<file path="config.mk">
export PLATFORM = sky130hd
export DESIGN_NAME = pica_accum
export DESIGN_NICKNAME = d
export VERILOG_FILES = /design/src/sv/pica_pkg.sv /design/src/sv/pica_accum.sv
export SDC_FILE = /design/constraint.sdc
export NUM_CORES = 2
export LEC_CHECK = 0
export BUFFER_PORTS_ARGS = -buffer_cell sky130_fd_sc_hd__clkbuf_2
export CAP_MARGIN = 25
export CORE_ASPECT_RATIO = 1.4
export CORE_MARGIN = 10
export CORE_UTILIZATION = 25
export DETAILED_ROUTE_END_ITERATION = 8
export HOLD_SLACK_MARGIN = 0.02
export PLACE_DENSITY = 0.45
export SYNTH_ARGS = -nofsm -noshare
export SYNTH_HDL_FRONTEND = slang
export SYNTH_SLANG_ARGS = --single-unit
</file>
<file path="constraint.sdc">
create_clock -name clk -period 7.6 [get_ports clk]
set_clock_uncertainty 0.2 [all_clocks]
set_input_delay 0.76 -clock clk [delete_from_list [all_inputs] [get_ports clk]]
set_output_delay 0.76 -clock clk [all_outputs]
set_load 0.03 [all_outputs]
</file>
<file path="src/sv/pica_pkg.sv">
// Shared constants, codes and types for the polygon area test block.
// No dependencies; used by the interfaces, the accumulator and the top level.
package pica_pkg;

	localparam int MAX_VERTICES = 64;
	localparam int MIN_VERTICES = 3;
	localparam int COORD_W      = 16;
	localparam int SLOT_W       = 6;
	localparam int CFG_W        = 7;
	localparam int OUT_W        = 40;
	localparam int IDX_W        = $clog2(MAX_VERTICES);
	localparam int CNT_W        = $clog2(MAX_VERTICES + 1);
	localparam int DIFF_W       = COORD_W + 1;
	localparam int PROD_W       = 2 * DIFF_W;
	localparam int CROSS_W      = PROD_W + 1;
	localparam int ACC_W        = CROSS_W + CNT_W + 1;
	localparam int CFG_RESET    = 3;

	// Request codes
	localparam logic REQ_WRITE = 1'b0;
	localparam logic REQ_TEST  = 1'b1;

	// Control that goes with one polygon segment into the accumulator
	typedef struct packed {
		logic start;
		logic valid;
		logic last;
	} seg_ctl_t;

	// One polygon segment: current vertex i and previous vertex j
	typedef struct packed {
		logic signed [COORD_W-1:0] xi;
		logic signed [COORD_W-1:0] yi;
		logic signed [COORD_W-1:0] xj;
		logic signed [COORD_W-1:0] yj;
	} seg_t;

endpackage

</file>
<file path="src/sv/pica_accum.sv">
// Segment pipeline: products, cross terms and the two twice-area accumulators.
// Depends on pica_pkg; fed one segment per cycle by the top level.
module pica_accum (
	input  logic                                 clk,
	input  logic                                 arst_n,
	input  pica_pkg::seg_ctl_t                   ctl,
	input  pica_pkg::seg_t                       seg,
	input  logic signed [pica_pkg::COORD_W-1:0]  px,
	input  logic signed [pica_pkg::COORD_W-1:0]  py,
	output logic                                 fin,
	output logic                                 hit,
	output logic [pica_pkg::OUT_W-1:0]           poly_area,
	output logic [pica_pkg::OUT_W-1:0]           tri_sum
);

	logic signed [pica_pkg::DIFF_W-1:0]  dxi, dyi, dxj, dyj, sh_sum, sh_dif;
	logic signed [pica_pkg::PROD_W-1:0]  p_sh_s2, p_a_s2, p_b_s2;
	logic                                vld_s2, last_s2;
	logic signed [pica_pkg::CROSS_W-1:0] cr;
	logic [pica_pkg::CROSS_W-1:0]        cr_abs_s3;
	logic signed [pica_pkg::PROD_W-1:0]  p_sh_s3;
	logic                                vld_s3, last_s3;
	logic signed [pica_pkg::ACC_W-1:0]   acc_poly_q;
	logic [pica_pkg::ACC_W-1:0]          acc_tri_q;
	logic                                last_s4;
	logic [pica_pkg::ACC_W-1:0]          poly_abs;
	logic                                fin_q, hit_q;
	logic [pica_pkg::OUT_W-1:0]          poly_q, tri_q;

	// Form coordinate differences relative to the query point and the shoelace terms
	always_comb begin
		dxi    = pica_pkg::DIFF_W'(seg.xi) - pica_pkg::DIFF_W'(px);
		dyi    = pica_pkg::DIFF_W'(seg.yi) - pica_pkg::DIFF_W'(py);
		dxj    = pica_pkg::DIFF_W'(seg.xj) - pica_pkg::DIFF_W'(px);
		dyj    = pica_pkg::DIFF_W'(seg.yj) - pica_pkg::DIFF_W'(py);
		sh_sum = pica_pkg::DIFF_W'(seg.xj) + pica_pkg::DIFF_W'(seg.xi);
		sh_dif = pica_pkg::DIFF_W'(seg.yj) - pica_pkg::DIFF_W'(seg.yi);
	end

	// Stage 2: register the three products
	always_ff @(posedge clk) begin
		p_sh_s2 <= pica_pkg::PROD_W'(sh_sum) * pica_pkg::PROD_W'(sh_dif);
		p_a_s2  <= pica_pkg::PROD_W'(dxi) * pica_pkg::PROD_W'(dyj);
		p_b_s2  <= pica_pkg::PROD_W'(dxj) * pica_pkg::PROD_W'(dyi);
	end

	always_ff @(posedge clk or negedge arst_n) begin
		if (!arst_n) begin
			vld_s2  <= 1'b0;
			last_s2 <= 1'b0;
		end else begin
			vld_s2  <= ctl.valid;
			last_s2 <= ctl.valid && ctl.last;
		end
	end

	// Stage 3: cross product and its magnitude
	assign cr = pica_pkg::CROSS_W'(p_a_s2) - pica_pkg::CROSS_W'(p_b_s2);

	always_ff @(posedge clk) begin
		cr_abs_s3 <= cr[pica_pkg::CROSS_W-1] ? -cr : cr;
		p_sh_s3   <= p_sh_s2;
	end

	always_ff @(posedge clk or negedge arst_n) begin
		if (!arst_n) begin
			vld_s3  <= 1'b0;
			last_s3 <= 1'b0;
		end else begin
			vld_s3  <= vld_s2;
			last_s3 <= last_s2;
		end
	end

	// Stage 4: clear on a new query, accumulate each segment
	always_ff @(posedge clk) begin
		if (ctl.start) begin
			acc_poly_q <= '0;
			acc_tri_q  <= '0;
		end else if (vld_s3) begin
			acc_poly_q <= acc_poly_q + pica_pkg::ACC_W'(p_sh_s3);
			acc_tri_q  <= acc_tri_q + pica_pkg::ACC_W'(cr_abs_s3);
		end
	end

	always_ff @(posedge clk or negedge arst_n) begin
		if (!arst_n) begin
			last_s4 <= 1'b0;
			fin_q   <= 1'b0;
		end else begin
			last_s4 <= last_s3;
			fin_q   <= last_s4;
		end
	end

	// Stage 5: polygon magnitude, compare, hold the result
	assign poly_abs = acc_poly_q[pica_pkg::ACC_W-1] ? -acc_poly_q : acc_poly_q;

	always_ff @(posedge clk) begin
		if (last_s4) begin
			hit_q  <= (poly_abs == acc_tri_q);
			poly_q <= pica_pkg::OUT_W'(poly_abs);
			tri_q  <= pica_pkg::OUT_W'(acc_tri_q);
		end
	end

	assign fin       = fin_q;
	assign hit       = hit_q;
	assign poly_area = poly_q;
	assign tri_sum   = tri_q;

endmodule

</file>
==> impl_metrics.toml <==
[global_route]
grt_pass1_vias = 48645
grt_start_max_net_pins = 83
antenna_found_initial = 5
overflow = 0
grt_usage_pct = 15.80
grt_pass1_wl_um = 287800

[die]
die_area_um2 = 232100
pin_count = 183
die_y_um = 566.0
core.rowCount = 200
die_w_um = 410.0
initial_core_util_pct = 25.12
core_area_um2 = 212000

[critical_path]
cp_common_cell = "fa_1"
slowest_delay_ns = 0.57
crit_path_max_fanout = 3
start_kind = "input port"
crit_path_end_kind = "flop"
crit_arrival_ns = 8.32
worst-setup-path-type = "input port to flop"
crit_required_ns = 7.87
cp_slowest_cell = "fa_1"

[yosys]
ys_seq_area_share_pct = 14.52
netlist_area_um2 = 53240
synthArstFlopShare_pct = 1.744
synth-compound-area-share_pct = 9.591
synthFlopType = "dfxtp_1"
synth_edf_count = 81
yosys.area_share.adder_pct = 44.64
muxShareOfSynthArea_pct = 1.058
synth_area_leaders = "fa_1, ha_1, dfxtp_1, inv_1, edfxtp_1"
yosys_register_bits = 344
synthesis.nets = 7401
synth_xor_area_share_pct = 6.745
yosysWarnings = 0
ys_types = 76
avgSynthCellArea_um2 = 8.964
yosys.area_share.simple_pct = 14.75
synth.top_cell.area_share_pct = 33.73
synth_top_family_by_area = "adder cells"
synth_top_area_cell = "fa_1"
synthCells = 5939

[place]
portBuffers = 182
dp.final_hpwl_um = 163600
placed_area_um2 = 65730
gp_congestion = 0.9326

[clock_tree]
insertion_delay_ns = 0.59
cts.clk_slew.worst_paths_ns = 0.06
cts_buffers = 40
cts_tree = "done"
cts_buffer_depth = 3
cts_root_buffer = "clkbuf_16"
h-tree-depth = 2
clkSinkCount = 344

[sta]
rsz0062_at_grt = "true"
fmaxAchievable_ghz = 0.1243
min_period_ns = 8.043
timing.final.max_slew_violations = 0
fin_crit_sh_pct = 105.8
relSlewSlack_pct = 27.86
hold_viol = 0
setup_viol = 35
worst_slack_ns = -0.4428
setup_tns_ns = -9.032
max_slew.worst_pin.slew_ns = 1.068

[cells_and_area]
fill_cells = 22092
drive_gt1_share_pct = 26.70
syn_to_final_growth_pct = 32.81
final_common_cell = "inv_1"
final_nets = 8580
multiInputGateArea_um2 = 43700
regArea_um2 = 7735
final_area_um2 = 70700
mostFrequentLayoutCells = "inv_1, buf_4, fa_1"

[route]
drc = 0
wirelength_um = 185600
dr.pass1.iters = 5
wl_per_cell_um = 18.59
via_per_inst = 4.431
num_vias = 44217
drtIter0Drc = 1750
ant_nets = 0

[status]
status = "finished with violations"
violations = "setup timing"

[flow_run]
maxCapViolCount = 0

[min_path]
hold_class = "input port to flop"
==> worst paths after layout <==
check	from	end	slack [ns]	cells past startpoint
min in group asynchronous	arst_n	fin	0.32	2
min reg2reg	p_sh_s2[9]	p_sh_s3[9]	0.13	0
max in group asynchronous	arst_n	vld_s3	6.72	2
min	ctl[1]	vld_s2	0.1	1
max	seg[0]	p_a_s2[32]	-0.44	37
max reg2reg	p_a_s2[0]	cr_abs_s3[33]	2.79	15
==> critical path, delay by kind of cell <==
family                   cells  cell delay (ns)
AND/OR/NAND/NOR              6             0.74
buffers and inverters       10             0.76
XOR/XNOR                     1             0.18
adder cells (fa/ha/maj)      9             3.87
AO/OA/AOI/OAI               10             1.83
multiplexers                 1             0.16
==> area by class of cell <==
| type | instances | area share (%) |
|---|---|---|
| Antenna cell | 2 | 0.007079 |
| Clock buffer | 50 | 1.527 |
| Clock inverter | 24 | 0.5539 |
| Inverter | 1083 | 5.799 |
| Multi-Input combinational cell | 4360 | 61.81 |
| Sequential cell | 344 | 10.94 |
| Tap cell | 2828 | 5.005 |
| Timing Repair Buffer | 1289 | 14.36 |
==> layer usage <==
layer | global-route usage, % | up-vias | routed length [µm]
li1 | - | 21208 | -
met1 | 19.51 | 22076 | 79730
met2 | 29.07 | 743 | 94170
met3 | 1.458 | 190 | 5912
met4 | 4.151 | 0 | 5732
met5 | 0 | - | 0
==> Yosys cell counts, types with 84 or more instances <==
cell / instances
xor2_1: 135
nand3_1: 84
nand2_1: 613
nor2_1: 598
dfxtp_1: 257
fa_1: 897
inv_1: 1081
xnor2_1: 275
a21o_1: 95
ha_1: 464
a21oi_1: 206
o21ai_0: 144
clkbuf_1: 143
==> kinds of logic after synthesis <==
logic type | count (synthesis)
multiplexers | 56
flip-flops | 344
adder cells (fa/ha/maj) | 1361
AO/OA/AOI/OAI | 778
buffers and inverters | 1235
XOR/XNOR | 410
AND/OR/NAND/NOR | 1755
==> state kept, by name (all words and copies together), names as in the netlist, 34 cells and up <==
signal      count
p_sh_s3        34
p_sh_s2        34
poly_area      40
tri_sum        40
acc_tri_q      43
cr_abs_s3      35
acc_poly_q     43
p_a_s2         34
p_b_s2         34
==> repair_timing <==
item	4_1_cts	5_1_grt
resized for setup	220	297
gates cloned	1	0
setup buffers	108	63
hold endpoints to repair	6	0
setup endpoints to repair	49	57
hold buffers	1	0
pin swaps	205	211
==> stage by stage <==
stage          utilization, %  worst slack, ns  hold WS, ns  cells
2_1_floorplan               -          -0.6694       0.1096   5939
3_3_place_gp            31.01           -1.478       0.1138   9747
3_5_place_dp            31.01           -1.445       0.1128   9748
4_1_cts                 32.56          -0.4375      0.06297   9925
5_1_grt                 33.36          -0.7757      0.07526   9979
6_report                33.36          -0.4428      0.09779   9980
Power is not shown: default switching activity piles up to over one toggle a cycle in this logic, so the estimate is an artifact.
